## src/hw/rtl/erm_pkg.sv

```systemverilog
// erm_pkg: shared types, constants and tables for the rotation matrix builder
// transaction structs, controller states, command struct, cordic arctangent table
// no dependencies
`timescale 1ns / 1ps

package erm_pkg;

   localparam logic [1:0] CMD_ROT   = 2'd0;
   localparam logic [1:0] CMD_SCALE = 2'd1;
   localparam logic [1:0] CMD_TRANS = 2'd2;
   localparam logic [1:0] CMD_READ  = 2'd3;

   localparam int CordicSteps = 30;
   localparam int IterW       = 5;
   localparam int StepW       = 4;
   localparam int AxisW       = 2;
   localparam int RotSteps    = 15;
   localparam int ScaleSteps  = 3;
   localparam int NumAxes     = 3;
   localparam int CW          = 34;

   localparam logic signed [CW-1:0] CordicGain = 34'sd652032874;

   typedef struct packed {
      logic [1:0]         cmd;
      logic signed [15:0] angle_x;
      logic signed [15:0] angle_y;
      logic signed [15:0] angle_z;
      logic signed [31:0] scale_x;
      logic signed [31:0] scale_y;
      logic signed [31:0] scale_z;
      logic signed [31:0] offset_x;
      logic signed [31:0] offset_y;
      logic signed [31:0] offset_z;
   } req_type;

   typedef struct packed {
      logic signed [31:0] r00;
      logic signed [31:0] r01;
      logic signed [31:0] r02;
      logic signed [31:0] r10;
      logic signed [31:0] r11;
      logic signed [31:0] r12;
      logic signed [31:0] r20;
      logic signed [31:0] r21;
      logic signed [31:0] r22;
      logic signed [31:0] tx;
      logic signed [31:0] ty;
      logic signed [31:0] tz;
   } rsp_type;

   typedef enum logic [3:0] {
      ST_IDLE,
      ST_CINIT,
      ST_CITER,
      ST_CSTORE,
      ST_RMUL,
      ST_RPOST,
      ST_SMUL,
      ST_SPOST,
      ST_OUT
   } state_type;

   typedef enum logic [2:0] {
      OPD_SX, OPD_CX, OPD_SY, OPD_CY, OPD_SZ, OPD_CZ, OPD_SXSY, OPD_CXSY
   } operand_type;

   typedef enum logic [2:0] {
      ACT_SXSY, ACT_CXSY, ACT_TMP, ACT_SET, ACT_ADD, ACT_SUB, ACT_NEG
   } act_type;

   typedef struct packed {
      operand_type a;
      operand_type b;
      act_type     act;
      logic [3:0]  idx;
   } rot_op_type;

   typedef struct packed {
      logic             capture;
      logic             cinit;
      logic             citer;
      logic             cstore;
      logic [AxisW-1:0] axis;
      logic [IterW-1:0] iter;
      logic             rmul;
      logic             rpost;
      logic             smul;
      logic             spost;
      logic [StepW-1:0] step;
      logic             load_out;
   } ctrl_cmd_type;

   function automatic rot_op_type rot_op(input logic [StepW-1:0] step);
      rot_op_type op;
      op = '{OPD_SX, OPD_SY, ACT_SXSY, 4'd0};
      case (step)
         4'd0:    op = '{OPD_SX,   OPD_SY, ACT_SXSY, 4'd0};
         4'd1:    op = '{OPD_CX,   OPD_SY, ACT_CXSY, 4'd0};
         4'd2:    op = '{OPD_CY,   OPD_CZ, ACT_SET,  4'd0};
         4'd3:    op = '{OPD_SXSY, OPD_CZ, ACT_TMP,  4'd0};
         4'd4:    op = '{OPD_CX,   OPD_SZ, ACT_SUB,  4'd1};
         4'd5:    op = '{OPD_CXSY, OPD_CZ, ACT_TMP,  4'd0};
         4'd6:    op = '{OPD_SX,   OPD_SZ, ACT_ADD,  4'd2};
         4'd7:    op = '{OPD_CY,   OPD_SZ, ACT_SET,  4'd3};
         4'd8:    op = '{OPD_SXSY, OPD_SZ, ACT_TMP,  4'd0};
         4'd9:    op = '{OPD_CX,   OPD_CZ, ACT_ADD,  4'd4};
         4'd10:   op = '{OPD_CXSY, OPD_SZ, ACT_TMP,  4'd0};
         4'd11:   op = '{OPD_SX,   OPD_CZ, ACT_SUB,  4'd5};
         4'd12:   op = '{OPD_SY,   OPD_SY, ACT_NEG,  4'd6};
         4'd13:   op = '{OPD_SX,   OPD_CY, ACT_SET,  4'd7};
         4'd14:   op = '{OPD_CX,   OPD_CY, ACT_SET,  4'd8};
         default: op = '{OPD_SX,   OPD_SY, ACT_TMP,  4'd0};
      endcase
      return op;
   endfunction

   function automatic logic signed [CW-1:0] atan_val(input logic [IterW-1:0] i);
      logic signed [CW-1:0] v;
      v = '0;
      case (i)
         5'd0:  v = 34'sd536870912;
         5'd1:  v = 34'sd316933406;
         5'd2:  v = 34'sd167458907;
         5'd3:  v = 34'sd85004756;
         5'd4:  v = 34'sd42667331;
         5'd5:  v = 34'sd21354465;
         5'd6:  v = 34'sd10679838;
         5'd7:  v = 34'sd5340245;
         5'd8:  v = 34'sd2670163;
         5'd9:  v = 34'sd1335087;
         5'd10: v = 34'sd667544;
         5'd11: v = 34'sd333772;
         5'd12: v = 34'sd166886;
         5'd13: v = 34'sd83443;
         5'd14: v = 34'sd41722;
         5'd15: v = 34'sd20861;
         5'd16: v = 34'sd10430;
         5'd17: v = 34'sd5215;
         5'd18: v = 34'sd2608;
         5'd19: v = 34'sd1304;
         5'd20: v = 34'sd652;
         5'd21: v = 34'sd326;
         5'd22: v = 34'sd163;
         5'd23: v = 34'sd81;
         5'd24: v = 34'sd41;
         5'd25: v = 34'sd20;
         5'd26: v = 34'sd10;
         5'd27: v = 34'sd5;
         5'd28: v = 34'sd3;
         5'd29: v = 34'sd1;
         default: v = '0;
      endcase
      return v;
   endfunction

   // q2.30 sum to q16.16, round half up, saturate
   function automatic logic signed [31:0] to_q16(input logic signed [36:0] v);
      logic signed [36:0] r;
      r = (v + 37'sd8192) >>> 14;
      if (r > 37'sd2147483647)
         return 32'sh7fffffff;
      else if (r < -37'sd2147483648)
         return 32'sh80000000;
      else
         return r[31:0];
   endfunction

endpackage

```

## src/hw/rtl/erm_ctrl.sv

```systemverilog
// erm_ctrl: sequencing state machine for the rotation matrix builder
// drives cordic, multiply and output commands to erm_datapath; uses erm_pkg
`timescale 1ns / 1ps

module erm_ctrl (
   input  logic                  clock,
   input  logic                  reset,
   input  logic                  req_valid,
   output logic                  req_ready,
   input  logic [1:0]            req_cmd,
   output logic                  rsp_valid,
   input  logic                  rsp_ready,
   output erm_pkg::ctrl_cmd_type ctl
);

   erm_pkg::state_type             state_ff, state_in;
   logic [erm_pkg::AxisW-1:0]      axis_ff, axis_in;
   logic [erm_pkg::IterW-1:0]      iter_ff, iter_in;
   logic [erm_pkg::StepW-1:0]      step_ff, step_in;
   logic                           rsp_valid_ff, rsp_valid_in;
   logic                           slot_free;

   assign slot_free = !rsp_valid_ff || rsp_ready;

   always_comb begin
      state_in = state_ff;
      unique case (state_ff)
         erm_pkg::ST_IDLE: begin
            if (req_valid) begin
               if (req_cmd == erm_pkg::CMD_ROT)
                  state_in = erm_pkg::ST_CINIT;
               else if (req_cmd == erm_pkg::CMD_SCALE)
                  state_in = erm_pkg::ST_SMUL;
               else
                  state_in = erm_pkg::ST_OUT;
            end
         end
         erm_pkg::ST_CINIT: state_in = erm_pkg::ST_CITER;
         erm_pkg::ST_CITER: begin
            if (iter_ff == erm_pkg::IterW'(erm_pkg::CordicSteps - 1))
               state_in = erm_pkg::ST_CSTORE;
         end
         erm_pkg::ST_CSTORE: begin
            if (axis_ff == erm_pkg::AxisW'(erm_pkg::NumAxes - 1))
               state_in = erm_pkg::ST_RMUL;
            else
               state_in = erm_pkg::ST_CINIT;
         end
         erm_pkg::ST_RMUL: state_in = erm_pkg::ST_RPOST;
         erm_pkg::ST_RPOST: begin
            if (step_ff == erm_pkg::StepW'(erm_pkg::RotSteps - 1))
               state_in = erm_pkg::ST_OUT;
            else
               state_in = erm_pkg::ST_RMUL;
         end
         erm_pkg::ST_SMUL: state_in = erm_pkg::ST_SPOST;
         erm_pkg::ST_SPOST: begin
            if (step_ff == erm_pkg::StepW'(erm_pkg::ScaleSteps - 1))
               state_in = erm_pkg::ST_OUT;
            else
               state_in = erm_pkg::ST_SMUL;
         end
         erm_pkg::ST_OUT: begin
            if (slot_free)
               state_in = erm_pkg::ST_IDLE;
         end
         default: state_in = erm_pkg::ST_IDLE;
      endcase
   end

   always_comb begin
      ctl          = '0;
      ctl.axis     = axis_ff;
      ctl.iter     = iter_ff;
      ctl.step     = step_ff;
      req_ready    = 1'b0;
      axis_in      = axis_ff;
      iter_in      = iter_ff;
      step_in      = step_ff;
      rsp_valid_in = rsp_valid_ff && !rsp_ready;
      unique case (state_ff)
         erm_pkg::ST_IDLE: begin
            req_ready   = 1'b1;
            ctl.capture = req_valid;
            axis_in     = '0;
            step_in     = '0;
         end
         erm_pkg::ST_CINIT: begin
            ctl.cinit = 1'b1;
            iter_in   = '0;
         end
         erm_pkg::ST_CITER: begin
            ctl.citer = 1'b1;
            iter_in   = iter_ff + 1'b1;
         end
         erm_pkg::ST_CSTORE: begin
            ctl.cstore = 1'b1;
            axis_in    = axis_ff + 1'b1;
         end
         erm_pkg::ST_RMUL: ctl.rmul = 1'b1;
         erm_pkg::ST_RPOST: begin
            ctl.rpost = 1'b1;
            step_in   = step_ff + 1'b1;
         end
         erm_pkg::ST_SMUL: ctl.smul = 1'b1;
         erm_pkg::ST_SPOST: begin
            ctl.spost = 1'b1;
            step_in   = step_ff + 1'b1;
         end
         erm_pkg::ST_OUT: begin
            if (slot_free) begin
               ctl.load_out = 1'b1;
               rsp_valid_in = 1'b1;
            end
         end
         default: ;
      endcase
   end

   always_ff @(posedge clock) begin
      if (reset) begin
         state_ff     <= erm_pkg::ST_IDLE;
         axis_ff      <= '0;
         iter_ff      <= '0;
         step_ff      <= '0;
         rsp_valid_ff <= 1'b0;
      end else begin
         state_ff     <= state_in;
         axis_ff      <= axis_in;
         iter_ff      <= iter_in;
         step_ff      <= step_in;
         rsp_valid_ff <= rsp_valid_in;
      end
   end

   assign rsp_valid = rsp_valid_ff;

endmodule

```

## config.mk

```make
export PLATFORM = sky130hd
export DESIGN_NAME = erm_ctrl
export DESIGN_NICKNAME = d
export VERILOG_FILES = /design/src/hw/rtl/erm_pkg.sv /design/src/hw/rtl/erm_ctrl.sv
export SDC_FILE = /design/constraint.sdc
export NUM_CORES = 1
export LEC_CHECK = 0
export BUFFER_PORTS_ARGS = -buffer_cell sky130_fd_sc_hd__buf_2
export CORE_UTILIZATION = 25
export CTS_BUF_LIST = sky130_fd_sc_hd__clkbuf_16
export DETAILED_ROUTE_END_ITERATION = 10
export GPL_TIMING_DRIVEN = 0
export PLACE_DENSITY = 0.48
export SKIP_LAST_GASP = 1
export SLEW_MARGIN = 0
export SYNTH_ARGS = -nofsm -noshare
export SYNTH_HDL_FRONTEND = slang
export SYNTH_SLANG_ARGS = --single-unit
export TNS_END_PERCENT = 1
```

## constraint.sdc

```tcl
create_clock -name clock -period 1.5 [get_ports clock]
set_input_delay 0.375 -clock clock [delete_from_list [all_inputs] [get_ports clock]]
set_output_delay 0.375 -clock clock [all_outputs]
set_load 0.005 [all_outputs]
```

* Word level (Yosys, flattened, before mapping)
Index checks and enable logic that the tools add are counted.
** Operators by class
- Add/sub/neg operators :: 3
- Mux-type cells :: 25
- Equal/unequal tests :: 16
- Reduce and logical (&&, ||, !) cells :: 11
** Operators by type and width (count)
- 4-bit case mux with 9 select lines :: 1
- 4-bit two-way mux :: 7
- 4-bit by 3-bit equality test with 1-bit output (second input constant) :: 4
- 1-bit two-way mux :: 13
- 4-bit by 2-bit equality test with 1-bit output (second input constant) :: 3
- 5-bit case mux with 2 select lines :: 1
- 4-bit equality test (second input constant) :: 2
- 4-bit case mux with 2 select lines :: 1
- 2-bit != test (second input constant) :: 3
- 2-bit nonzero test :: 3
- 5-bit by 1-bit adder with 5-bit output (second input constant) :: 1
- 5-bit equality test (second input constant) :: 1
- 4-bit by 1-bit adder with 4-bit output (second input constant) :: 1
- 4-bit by 1-bit equality test with 1-bit output (second input constant) :: 1
- 4-bit logical NOT :: 1
- 2-bit case mux with 2 select lines :: 1
- 3-bit two-way mux :: 1
- 3-bit AND reduction :: 1
- 2-bit by 1-bit adder with 2-bit output (second input constant) :: 1
- 2-bit by 1-bit equality test with 1-bit output (second input constant) :: 1
- 2-bit equality test (second input constant) :: 1
- 1-bit logical NOT :: 2
- 2-bit logical NOT :: 1
- 2-bit OR reduction :: 1
- 2 further kinds :: 2
** Word-level totals
- Flip-flop bits (word level) :: 16
- Logic and storage cells :: 60
- Output and inout port bits :: 22

* Depth between registers and ports, before layout
- Depth in word-level cells :: 5
- Mapped depth :: 6
- Gate-level depth less buffers :: 6

* Worst setup path after synthesis
Ideal clock, no wire load.
- Kind :: flip-flop to output port
- Start :: reg state_ff[2]
- End :: out ctl[19] in the netlist's numbering
- Path buffers :: 0
- Path slack :: -0.042 ns
- Arrival :: 1.167 ns
- Stages on the path, launching flop included :: 4
- Path through :: dfxtp_1 or4_4 inv_1 and2_1
** RTL lines
- start, declared :: RTL line erm_ctrl.sv:16 : erm_pkg::state_type state_ff, state_in;
- start signal, assigned :: RTL line erm_ctrl.sv:122 : state_ff <= erm_pkg::ST_IDLE;
- start signal, assigned :: RTL line erm_ctrl.sv:128 : state_ff <= state_in;
- end, declared :: RTL line erm_ctrl.sv:13 : output erm_pkg::ctrl_cmd_type ctl

==> reports/qor.yml <==
outcome: "finished, violations left"
violations: "negative setup slack"
r2r_start: "iter_ff[1]$_SDFFE_PP0P_"
tightest_slew_ns: 0.504
crit_slowest_cell: "or4_4"
cp-start-kind: "flip-flop"
post-place-ws_ns: -0.242
cts_num_sinks: 16
fin_hold_ws_ns: 0.371
crit_fanout: 3
die-area_um2: 4000
power.leakage_nw: 0.559
grt_max_degree: 11
cts_made_buffers: 3
yosys_warnings: 0
placedCellCount: 185
fin_skew_ns: 0.00131
num_antenna_cells: 0
rsz0062_at_grt: "true"
irDropWorstVdd_mv: 0.304
ys_async_sr_fraction_pct: 0
drc_errors: 0
grt_pass1_wl_mm: 3.89
synth_fa_ha_area_share_pct: 6.68
ys_seq_elements: 16
synth.largest_area_cell: "dfxtp_1"
std_cell_rows: 21
die_w_um: 63.2
hold_class: "in -> reg"
drtIter0Drc: 49
min_period_ns: 1.80
routed_via_density: 4.90
finalSetupViolCount: 15
initial_utilization_pct: 27.0
cp_top_family: "simple AND/OR/NAND/NOR gates"
power_density_nw_per_um2: 996
dpl.hpwl_mm: 1.77
routabilityCongestion: 0.814
synth_top_flop_cell: "dfxtp_1"
grt_pass1_vias: 825
clkTransAtPathRegs_ns: 0.05
finalInstanceArea_um2: 1290
total_power_mw: 1.28
synth_common_cells: "nor2_1, dfxtp_1, a21oi_1"
die_y_um: 63.2
layout.nets: 161
drv_cap: 0
synth_compound_area_share_pct: 18.7
required_ns: 1.12
cts_root_buf: "clkbuf_16"
critical_path_arrival_ns: 1.42
fin_ws_ns: -0.296
portBuffers: 27
synth_edf_count: 0
wire_per_inst_um: 13.0
cts_tree: "done"
avgSynthCellArea_um2: 8.37
crit_type: "reg -> out"
synth.distinct_cells: 38
synth.top_cell.area_share_pct: 34.2
synth_top_family_by_area: "simple AND/OR/NAND/NOR gates"
yosysSeqAreaShare_pct: 34.2
min-delay-start: "reset"
final_layout_size_suffix_gt1_share_pct: 34.9
synth-xor-area-share_pct: 1.87
synth_nets: 123
wl_mm: 2.53
h-tree-depth: 1
overflow: 0
hold_viol_final: 0
report.final.slew_viol_count: 0
yosys-top-cells-area: "dfxtp_1, a21oi_1, nor2_1"
critPathLaunch: "state_ff[2]$_SDFFE_PP0P_"
grt_usage_pct: 12.8
core-area_um2: 3470
netlist_area_um2: 937
stdcell_count: 195
fillCellCount: 369
timing.final.crit_share_pct: 120
yosys.cell_count.top_type: "nor2_1"
place_area_um2: 1130
slew_headroom_pct: 66.1
syn2layout_area_growth_pct: 37.4
synthCells: 112
cpPeakStageDelay_ns: 0.55
fmax_mhz: 557
synthSimpleGateAreaFrac_pct: 28.0
synthMuxAreaShare_pct: 3.47
clkLatencyLatePin_ns: 0.25
first_pass_iters: 4
antenna_found_initial: 0
vias: 956
worstPathCellList: "or4_4, inv_4, and2_4, buf_6"
critPathBufInv: 2
ctsLongestPathBuffers: 2
top_level_ports: 28
crit_path_end_kind: "primary output"
ant_nets: 0
## placed cells by master, fill, tap and decap left out, drive strengths merged, types with 3 or more instances in the layout
cell,Yosys,routed
nand2,5,5
ha,5,5
clkbuf,2,5
nor3,3,3
nand3,4,4
inv,7,7
nor2,17,17
a21oi,13,13
buf,4,37
dfxtp,16,16
a211oi,3,3
## state kept, by name (all words and copies together), names as in the netlist
name       count
axis_ff        2
iter_ff        5
rsp_valid      1
state_ff       4
step_ff        4
## area by class of cell
class / count / area (um^2) / share of cell area [%]
multi-input combinational: 83 / 572 / 44.4
sequential: 16 / 324 / 25.2
timing repair buffer: 33 / 186 / 14.5
clock buffer: 3 / 75.1 / 5.83
tap: 46 / 57.6 / 4.47
buffer: 6 / 40.0 / 3.11
inverter: 7 / 28.8 / 2.24
clock inverter: 1 / 3.75 / 0.292
## metrics by stage
step | TNS [ns] | util [%]
floorplan | 0 | -
global placement | -0.674 | 32.6
detailed placement | -0.772 | 32.6
CTS | -2.44 | 36.6
global route | -3.50 | 37.1
finish | -2.06 | 37.1
## routing by layer
layer	global-route usage, %	vias to the layer above	share of wire, %
li1	-	482	-
met1	16.4	434	48
met2	20.3	34	45
met3	2.72	6	5.2
met4	5.97	0	2.0
met5	0	-	0
## logic make-up after synthesis
family / after synthesis
and+or+nand+nor: 46
AOI/OAI and AO/OA: 27
DFF: 16
buffers and inverters: 13
adders and majority gates: 5
muxes: 3
xor gates and xnor gates: 2
## what timing repair did
item,4_1_cts,5_1_grt
buffers inserted,6,0
hold buffers,0,0
pin swaps,3,0
resized for setup,6,3
setup endpoints to repair,14,21
## final timing paths
check | endpoint | slack [ns] | depth (start not counted)
worst max-delay path | ctl[19] | -0.30 | 4
worst min-delay path | iter_ff[2]$_SDFFE_PP0P_ | 0.37 | 2
worst max register to register | state_ff[3]$_SDFFE_PP0P_ | -0.08 | 6
worst min register to register | rsp_valid$_SDFF_PP0_ | 0.52 | 2
## report_power, final
group / leakage [nW] / internal [mW] / total (mW) / switching, mW
Combinational: 0.390 / 0.145 / 0.300 / 0.155
Clock: 0.0385 / 0.354 / 0.522 / 0.168
Sequential: 0.131 / 0.442 / 0.460 / 0.0175
Total: 0.559 / 0.941 / 1.28 / 0.341
Note: power is estimated with default switching activity, not from simulation.
